### src/hdl/utf8_stream_validator_assert.svh
// Assertion macros for the UTF-8 stream validator.
`ifndef UTF8_STREAM_VALIDATOR_ASSERT_SVH
`define UTF8_STREAM_VALIDATOR_ASSERT_SVH

// The consequent must hold in the same cycle as the antecedent.
`define U8SV_ASSERT_SAME(label, clk, rst_n, ante, cons) \
    label: assert property (@(posedge clk) disable iff (!rst_n) (ante) |-> (cons)) \
        else $error("utf8 stream validator assertion failed");

// The consequent must hold in the cycle after the antecedent.
`define U8SV_ASSERT_NEXT(label, clk, rst_n, ante, cons) \
    label: assert property (@(posedge clk) disable iff (!rst_n) (ante) |=> (cons)) \
        else $error("utf8 stream validator assertion failed");

`endif

### src/hdl/u8sv_pkg.sv
package u8sv_pkg;

    typedef struct packed {
        logic [7:0] data_byte;
        logic       byte_present;
        logic       end_of_content;
    } in_t;

    typedef struct packed {
        logic       content_valid;
        logic [1:0] mark_length;
    } out_t;

    localparam int ACCUM_W = 21;

    localparam logic [7:0] ASCII_MAX   = 8'h7F;
    localparam logic [7:0] LEAD2_MASK  = 8'hE0;
    localparam logic [7:0] LEAD2_CODE  = 8'hC0;
    localparam logic [7:0] LEAD3_MASK  = 8'hF0;
    localparam logic [7:0] LEAD3_CODE  = 8'hE0;
    localparam logic [7:0] LEAD4_MASK  = 8'hF8;
    localparam logic [7:0] LEAD4_CODE  = 8'hF0;
    localparam logic [7:0] CONT_MASK   = 8'hC0;
    localparam logic [7:0] CONT_CODE   = 8'h80;
    localparam logic [7:0] MARK_BYTE0  = 8'hEF;
    localparam logic [7:0] MARK_BYTE1  = 8'hBB;
    localparam logic [7:0] MARK_BYTE2  = 8'hBF;
    localparam logic [1:0] MARK_COUNT  = 2'd3;
    localparam logic [1:0] MARK_LEN    = 2'd3;

    localparam logic [1:0] FORM_TWO    = 2'd1;
    localparam logic [1:0] FORM_THREE  = 2'd2;
    localparam logic [1:0] FORM_FOUR   = 2'd3;

    localparam logic [ACCUM_W-1:0] MIN_TWO   = 21'h00080;
    localparam logic [ACCUM_W-1:0] MAX_TWO   = 21'h007FF;
    localparam logic [ACCUM_W-1:0] MIN_THREE = 21'h00800;
    localparam logic [ACCUM_W-1:0] MAX_THREE = 21'h0FFFF;
    localparam logic [ACCUM_W-1:0] MIN_FOUR  = 21'h10000;
    localparam logic [ACCUM_W-1:0] MAX_FOUR  = 21'h10FFFF;
    localparam logic [ACCUM_W-1:0] MAX_ONE   = 21'h0007F;

    function automatic logic [7:0] mark_byte(input logic [1:0] idx);
        logic [7:0] b;
        case (idx)
            2'd0:    b = MARK_BYTE0;
            2'd1:    b = MARK_BYTE1;
            2'd2:    b = MARK_BYTE2;
            default: b = 8'h00;
        endcase
        return b;
    endfunction

    function automatic logic in_range(input logic [1:0] form,
                                      input logic [ACCUM_W-1:0] cp);
        logic ok;
        case (form)
            FORM_TWO:   ok = (cp >= MIN_TWO) && (cp <= MAX_TWO);
            FORM_THREE: ok = (cp >= MIN_THREE) && (cp <= MAX_THREE);
            FORM_FOUR:  ok = (cp >= MIN_FOUR) && (cp <= MAX_FOUR);
            default:    ok = (cp <= MAX_ONE);
        endcase
        return ok;
    endfunction

endpackage

### src/hdl/utf8_stream_validator.sv
// Channel   Direction  Handshake          Payload
// s_        in         s_valid / s_ready  s_data (in_t): byte, present flag, end flag
// m_        out        m_valid / m_ready  m_data (out_t): validity, mark length
//
// One request per cycle while s_ready; m_valid is high the cycle after the end flag.
// The decode step and mark check are one pass of logic ahead of the state registers.
// A held result stalls input only when m_ready is low; otherwise input flows each cycle.
// Synchronous active-low reset clears the decoder state and m_valid but not m_data.
`include "utf8_stream_validator_assert.svh"

module utf8_stream_validator (
    input  logic           aclk,
    input  logic           aresetn,
    input  logic           s_valid,
    output logic           s_ready,
    input  u8sv_pkg::in_t  s_data,
    output logic           m_valid,
    input  logic           m_ready,
    output u8sv_pkg::out_t m_data
);

    logic [1:0]                   bytes_left_reg, bytes_left_next;
    logic [u8sv_pkg::ACCUM_W-1:0] code_accum_reg, code_accum_next;
    logic [1:0]                   form_class_reg, form_class_next;
    logic                         error_seen_reg, error_seen_next;
    logic [1:0]                   start_count_reg, start_count_next;
    logic                         mark_match_reg, mark_match_next;
    logic                         out_valid_reg, out_valid_next;
    u8sv_pkg::out_t               out_data_reg, out_data_next;
    logic                         accept;
    logic [7:0]                   b;

    assign s_ready = !out_valid_reg || m_ready;
    assign accept  = s_valid && s_ready;
    assign b       = s_data.data_byte;
    assign m_valid = out_valid_reg;
    assign m_data  = out_data_reg;

    always_comb begin
        bytes_left_next  = bytes_left_reg;
        code_accum_next  = code_accum_reg;
        form_class_next  = form_class_reg;
        error_seen_next  = error_seen_reg;
        start_count_next = start_count_reg;
        mark_match_next  = mark_match_reg;
        out_valid_next   = out_valid_reg && !m_ready;
        out_data_next    = out_data_reg;

        if (accept) begin
            if (s_data.byte_present) begin
                if (start_count_reg != u8sv_pkg::MARK_COUNT) begin
                    if (b != u8sv_pkg::mark_byte(start_count_reg)) begin
                        mark_match_next = 1'b0;
                    end
                    start_count_next = start_count_reg + 2'd1;
                end
                if (!error_seen_reg) begin
                    if (bytes_left_reg == 2'd0) begin
                        if (b <= u8sv_pkg::ASCII_MAX) begin
                            bytes_left_next = 2'd0;
                        end else if ((b & u8sv_pkg::LEAD2_MASK) == u8sv_pkg::LEAD2_CODE) begin
                            bytes_left_next = 2'd1;
                            form_class_next = u8sv_pkg::FORM_TWO;
                            code_accum_next = {16'd0, b[4:0]};
                        end else if ((b & u8sv_pkg::LEAD3_MASK) == u8sv_pkg::LEAD3_CODE) begin
                            bytes_left_next = 2'd2;
                            form_class_next = u8sv_pkg::FORM_THREE;
                            code_accum_next = {17'd0, b[3:0]};
                        end else if ((b & u8sv_pkg::LEAD4_MASK) == u8sv_pkg::LEAD4_CODE) begin
                            bytes_left_next = 2'd3;
                            form_class_next = u8sv_pkg::FORM_FOUR;
                            code_accum_next = {18'd0, b[2:0]};
                        end else begin
                            error_seen_next = 1'b1;
                        end
                    end else if ((b & u8sv_pkg::CONT_MASK) != u8sv_pkg::CONT_CODE) begin
                        error_seen_next = 1'b1;
                        bytes_left_next = 2'd0;
                    end else begin
                        code_accum_next = {code_accum_reg[u8sv_pkg::ACCUM_W-7:0], b[5:0]};
                        bytes_left_next = bytes_left_reg - 2'd1;
                        if (bytes_left_reg == 2'd1 &&
                            !u8sv_pkg::in_range(form_class_reg, code_accum_next)) begin
                            error_seen_next = 1'b1;
                        end
                    end
                end
            end
            if (s_data.end_of_content) begin
                out_valid_next              = 1'b1;
                out_data_next.content_valid = !error_seen_next && (bytes_left_next == 2'd0);
                out_data_next.mark_length   =
                    (start_count_next == u8sv_pkg::MARK_COUNT && mark_match_next) ?
                    u8sv_pkg::MARK_LEN : 2'd0;
                bytes_left_next  = 2'd0;
                code_accum_next  = '0;
                form_class_next  = 2'd0;
                error_seen_next  = 1'b0;
                start_count_next = 2'd0;
                mark_match_next  = 1'b1;
            end
        end
    end

    always_ff @(posedge aclk) begin
        if (!aresetn) begin
            bytes_left_reg  <= 2'd0;
            code_accum_reg  <= '0;
            form_class_reg  <= 2'd0;
            error_seen_reg  <= 1'b0;
            start_count_reg <= 2'd0;
            mark_match_reg  <= 1'b1;
            out_valid_reg   <= 1'b0;
        end else begin
            bytes_left_reg  <= bytes_left_next;
            code_accum_reg  <= code_accum_next;
            form_class_reg  <= form_class_next;
            error_seen_reg  <= error_seen_next;
            start_count_reg <= start_count_next;
            mark_match_reg  <= mark_match_next;
            out_valid_reg   <= out_valid_next;
        end
    end

    always_ff @(posedge aclk) begin
        out_data_reg <= out_data_next;
    end

    `U8SV_ASSERT_NEXT(a_end_gives_result, aclk, aresetn,
        accept && s_data.end_of_content, m_valid)
    `U8SV_ASSERT_SAME(a_left_within_form, aclk, aresetn,
        bytes_left_reg != 2'd0, bytes_left_reg <= form_class_reg)
    `U8SV_ASSERT_SAME(a_no_decode_after_error, aclk, aresetn,
        error_seen_reg, bytes_left_reg == 2'd0)

endmodule

### config.mk
export PLATFORM = sky130hd
export DESIGN_NAME = utf8_stream_validator
export DESIGN_NICKNAME = d
export VERILOG_FILES = /design/src/hdl/u8sv_pkg.sv /design/src/hdl/utf8_stream_validator.sv
export VERILOG_INCLUDE_DIRS = /design/src /design/src/hdl
export SDC_FILE = /design/constraint.sdc
export NUM_CORES = 1
export LEC_CHECK = 0
export BUFFER_PORTS_ARGS = -buffer_cell sky130_fd_sc_hd__buf_2
export CORE_MARGIN = 2
export CORE_UTILIZATION = 35
export CTS_CLUSTER_SIZE = 20
export DETAILED_ROUTE_END_ITERATION = 16
export PLACE_DENSITY = 0.56
export RECOVER_POWER = 25
export SLEW_MARGIN = 10
export SYNTH_ARGS = -nofsm -noshare
export SYNTH_HDL_FRONTEND = slang
export SYNTH_SLANG_ARGS = --single-unit
export TNS_END_PERCENT = 10
### constraint.sdc
create_clock -name aclk -period 2.5 [get_ports aclk]
set_clock_uncertainty 0.05 [all_clocks]
set_input_delay 0.5 -clock aclk [delete_from_list [all_inputs] [get_ports aclk]]
set_output_delay 0.5 -clock aclk [all_outputs]
set_load 0.05 [all_outputs]
; Yosys cells after proc, flatten, opt, wreduce, memory -nomap -nowiden
; Cells that the tools add are included.
; W data, S select, Z words.
[classes]
n_addsub = 2
n_lt_le_gt_ge = 8
eq_ne = 18
n_mux = 60
n_reduce_logical = 22
[op_table]
columns = operator, n
row1 = $mux W15, 9
row2 = $mux W2, 23
row3 = $mux W8, 3
row4 = $pmux W8 S3, 1
row5 = $mux W1, 23
row6 = $ge A21 B12 Y1 const B, 1
row7 = $ge A21 B17 Y1 const B, 1
row8 = $ge A21 B8 Y1 const B, 1
row9 = $le A21 B11 Y1 const B, 1
row10 = $le A21 B16 Y1 const B, 1
row11 = $le A21 B21 Y1 const B, 1
row12 = $le A21 B7 Y1 const B, 1
row13 = $reduce_and A6 Y1, 2
row14 = $eq A2 B2 Y1 const B, 4
row15 = $le A8 B7 Y1 const B, 1
row16 = $logic_and A1 B1 Y1, 8
row17 = $ne A2 B2 Y1 const B, 4
row18 = $ne A8 B8 Y1, 1
row19 = $eq A2 B1 Y1 const B, 3
row20 = $logic_not A2 Y1, 3
row21 = $ne A3 B3 Y1 const B, 2
row22 = $eq A5 B5 Y1 const B, 1
row23 = $ne A5 B2 Y1 const B, 1
row24 = $eq A4 B4 Y1 const B, 1
row25 = 9 further kinds, 13
[word_totals]
register_bits = 27
out_inout_bits = 5
wordCells = 119

; Logic depth before layout (Yosys ltp)
[logic_depth]
depth_word = 18
mapped_depth = 10

; Worst setup path before layout
; No wires, ideal clock.
[synth_path]
path_kind = flip-flop to flip-flop
startpoint = register out_valid_reg, in the netlist m_valid
endpoint = register code_accum_reg[6] (netlist name)
arrival_time_ns = 1.831
required_time_ns = 2.332
setup_slack_ns = 0.501
path_stages_with_launch = 9
path_buffers = 3
period_less_slack_ns = 1.999
cell_sequence = dfxtp_1 nand2b_1 buf_2 nand2_1 or3_1 buf_2 buf_4 a32oi_1 nor2b_1
[synth_between]
elab_chain_cells = 4
[synth_rtl]
columns = element, line
row1 = from (decl), utf8_stream_validator.sv:28  ; logic out_valid_reg, out_valid_next;
row2 = from (signal assigned), utf8_stream_validator.sv:121  ; out_valid_reg <= out_valid_next;
row3 = $logic_not A1 Y1, utf8_stream_validator.sv:33  ; assign s_ready = !out_valid_reg || m_ready;
row4 = $logic_or A1 B1 Y1, utf8_stream_validator.sv:33
row5 = via s_ready, utf8_stream_validator.sv:15  ; output logic s_ready,
row6 = $logic_and A1 B1 Y1, utf8_stream_validator.sv:34  ; assign accept = s_valid && s_ready;
row7 = $reduce_and A6 Y1 (no source line), --
row8 = to (signal assigned), utf8_stream_validator.sv:116  ; code_accum_reg <= code_accum_next;
row9 = to (decl), utf8_stream_validator.sv:23  ; logic [u8sv_pkg::ACCUM_W-1:0] code_accum_reg, code_accum_next;
; The timed path passes the listed nets, and every way through them passes these cells.
; A chain may end at the register's enable or synchronous reset.

; Worst setup path in the final report
[layout_path]
startpoint = register bytes_left_reg[1]
endpoint = register code_accum_reg[2] (netlist name)
[layout_between]
elab_chain_cells = 5
elab_cells_between_ends = 9
cone_classes = eq/ne: 3 / mux: 4 / reduce/logical: 2
[layout_rtl]
columns = element, line
row1 = from (decl), utf8_stream_validator.sv:22  ; logic [1:0] bytes_left_reg, bytes_left_next;
row2 = from (signal assigned), utf8_stream_validator.sv:115  ; bytes_left_reg <= bytes_left_next;
row3 = $logic_not A2 Y1 (*), utf8_stream_validator.sv:58  ; if (bytes_left_reg == 2'd0) begin
row4 = $mux W15, utf8_stream_validator.sv:58
row5 = $mux W15, utf8_stream_validator.sv:57  ; if (!error_seen_reg) begin
row6 = $mux W15, utf8_stream_validator.sv:50  ; if (s_data.byte_present) begin
row7 = $mux W15, utf8_stream_validator.sv:89  ; if (s_data.end_of_content) begin
; Mark *: on every way between the ends. The rest lies on a longest branch, timed or not. The select of a mux whose other input is x is not followed.

==> results.cfg <==
[status]
status = finished, final reports clean

[timing]
finalSetupViolations = 0
slew_viol_final = 0
relSlewSlack = 0.600
fmax_mhz = 466
fin_crit_sh = 0.859
final.setup.tns_ns = 0
layout_min_cycle_time_ns = 2.15
tightest_slew_ns = 0.596
rsz0062_at_grt = false
finalHoldViolCount = 0
hold_ws_ns = 0.420

[worst_setup_path]
r2r_slack_ns = 0.35
worstSetupEndpointType = flip-flop
crit_required_ns = 2.66
crit_fanout = 15
reg2reg_to = code_accum_reg[2]
cp.arrival_ns = 2.31
r2r_cells = 7
rr_startpoint = bytes_left_reg[1]
path_class = flip-flop to flip-flop
cp-start-kind = flip-flop

[yosys]
synth_flop_cell = dfxtp_1
synth_fp_nets = 205
synth_area_um2 = 1500
ys_seq_elements = 26
yosysSeqAreaShare = 0.360
synthArstFlopShare = 0
yosysUniqueCellTypes = 43
yosysWarnings = 0
synthCells = 186
synth-edff-count = 2
syn_avg_cell_area_um2 = 8.07

[power]
intPower_mw = 0.639
p_seq_frac = 0.499
pwr-share-clk = 0.362
vdd_drop_max_v = 0.000225
power.density_nw_per_um2 = 517
p_leak_nw = 0.664
p_sw_mw = 0.222
p_sw_frac = 0.258
power_frac_comb = 0.139

[grt]
antenna_found_initial = 0
grt_max_degree = 26
grt_overflow = 0
grt_pass1_wl_um = 6240
grt_util_all_layers = 0.160
grt_pass1_vias = 1331

[floorplan]
die_y_um = 69.5
io_pins = 19
die_width_um = 69.5
design.core.area_um2 = 4060
die_area_um2 = 4830
start_util = 0.370
num_rows = 23

[cts]
cts.clk_slew.worst_paths_ns = 0.09
htree_levels = 1
cts-root-buf = clkbuf_8
cts_tree = built
clk-insertion-delay-late_ns = 0.27
cts_resized = 0
post-cts-setup-buffer-count = 0
holdBufCountCts = 0
cts_buffers = 3
cts_max_path_buffers = 2
clkSinkCount = 26

[worst_hold_path]
hold_depth = 2
hold_path_end = code_accum_reg[9]
min_path_type = flip-flop to flip-flop
hold_path_startpoint = code_accum_reg[9]

[detailed_routing]
totalWireLength_um = 3730
drc = 0
drtIter0Drc = 99
vias_per_cell = 5.59
ant_nets = 0
wl_per_cell_um = 15.1
via_count = 1387
dr.pass1.iters = 4

[place]
post-dp-hpwl_um = 2820
gp_congestion = 0.818
io_buffers = 18
post-place-cells = 244

[cells_and_area]
nets = 218
n_antenna_cell = 0
drive_gt1_frac = 0.131
largest_register_ffs = 15
final_util = 0.410
layoutNonFillerInstCount = 248
area_growth_pct = 10.7

[job]
cap_violations = 0
==> stage by stage <==
step | power [mW] | cell area [µm²] | setup WS, ns
2_1_floorplan | 0.525 | 1500 | 0.501
3_3_place_gp | 0.557 | 1610 | 0.448
3_5_place_dp | 0.559 | 1610 | 0.366
4_1_cts | 0.870 | 1670 | 0.340
5_1_grt | 0.899 | 1660 | 0.158
6_report | 0.860 | 1660 | 0.353
==> area by class of cell <==
class / count / area, µm²
Inverter: 7 / 26.3
Clock buffer: 4 / 66.3
Sequential cell: 26 / 541
Fill cell: 428 / 2390
Multi-Input combinational cell: 140 / 863
Timing Repair Buffer: 21 / 104
Tap cell: 50 / 62.6
==> worst max-delay path, cell delays in order (launching register included) <==
cell and delay [ns]:
dfxtp_1 0.35, inv_1 0.07, ha_1 0.29, and2_1 0.22, a211oi_1 0.31, or3_1 0.47, a22oi_1 0.16, nor2b_1 0.15
==> power by group through the flow <==
stage | Combinational (mW) | Sequential [mW] | Clock [mW]
finish | 0.120 | 0.430 | 0.311
global placement | 0.118 | 0.439 | 0
floorplan | 0.0782 | 0.447 | 0
detailed placement | 0.120 | 0.439 | 0
global route | 0.132 | 0.431 | 0.337
CTS | 0.121 | 0.430 | 0.320
==> per-layer routing <==
metal | GRT usage | vias to the layer above | wire length, µm
met2 | 0.257 | 41 | 1750
met3 | 0.0291 | 4 | 187
met1 | 0.218 | 649 | 1760
met5 | 0 | - | 0
met4 | 0.0458 | 0 | 31
li1 | - | 693 | -
==> cell usage in the layout (no fill, tap or decap), drive strengths merged, types with 3 or more instances in the layout <==
cell type / count
a21boi: 4
a21oi: 6
a22oi: 3
a32oi: 3
and2: 5
and3: 3
buf: 16
clkbuf: 9
dfxtp: 24
ha: 5
inv: 7
nand2: 21
nand2b: 5
nand3: 25
nand4: 4
nor2: 6
nor2b: 7
nor3: 7
nor4: 3
o21ai: 11
==> kinds of logic (layout without fill, tap and decap cells) <==
group                    after synthesis  after routing  share of synthesized area
AO/OA/AOI/OAI                         38             38                      0.176
XOR/XNOR                               4              4                     0.0233
adder cells (fa/ha/maj)                5              5                     0.0417
buffers and inverters                 20             32                     0.0650
flip-flops                            26             26                      0.360
AND/OR/NAND/NOR                       93             93                      0.334
==> how the worst max path moves through the flow <==
stage	depth (start not counted)	from	endpoint	slack, ns
global route	7	bytes_left_reg[1]	code_accum_reg[2]	0.16
finish	7	bytes_left_reg[1]	code_accum_reg[2]	0.35
CTS	7	bytes_left_reg[1]	code_accum_reg[2]	0.34
floorplan	8	m_valid	code_accum_reg[6]	0.50
detailed placement	7	bytes_left_reg[1]	code_accum_reg[1]	0.37
global placement	6	m_ready	code_accum_reg[2]	0.45
==> cells in the mapped netlist, types with 2 or more instances <==
master / n / area, µm²
nand4_1: 4 / 25.0
nor3_1: 6 / 30.0
buf_4: 2 / 15.0
nor4b_1: 2 / 17.5
o31ai_1: 2 / 15.0
buf_2: 6 / 30.0
nand2b_1: 5 / 31.3
xnor2_1: 2 / 17.5
ha_1: 5 / 62.6
nor2_1: 6 / 22.5
dfxtp_1: 24 / 480
edfxtp_1: 2 / 60.1
o21ai_0: 11 / 55.1
a21boi_0: 4 / 30.0
inv_1: 7 / 26.3
and3_1: 3 / 18.8
nor4_1: 2 / 12.5
nor2b_1: 7 / 43.8
a22oi_1: 3 / 22.5
xor2_1: 2 / 17.5
clkbuf_1: 3 / 11.3
nand2_1: 21 / 78.8
a211oi_1: 2 / 15.0
a21oi_1: 6 / 30.0
a32oi_1: 3 / 26.3
nand3_1: 25 / 125
and2_1: 5 / 31.3
No activity file was read; power rests on OpenSTA's default activity.
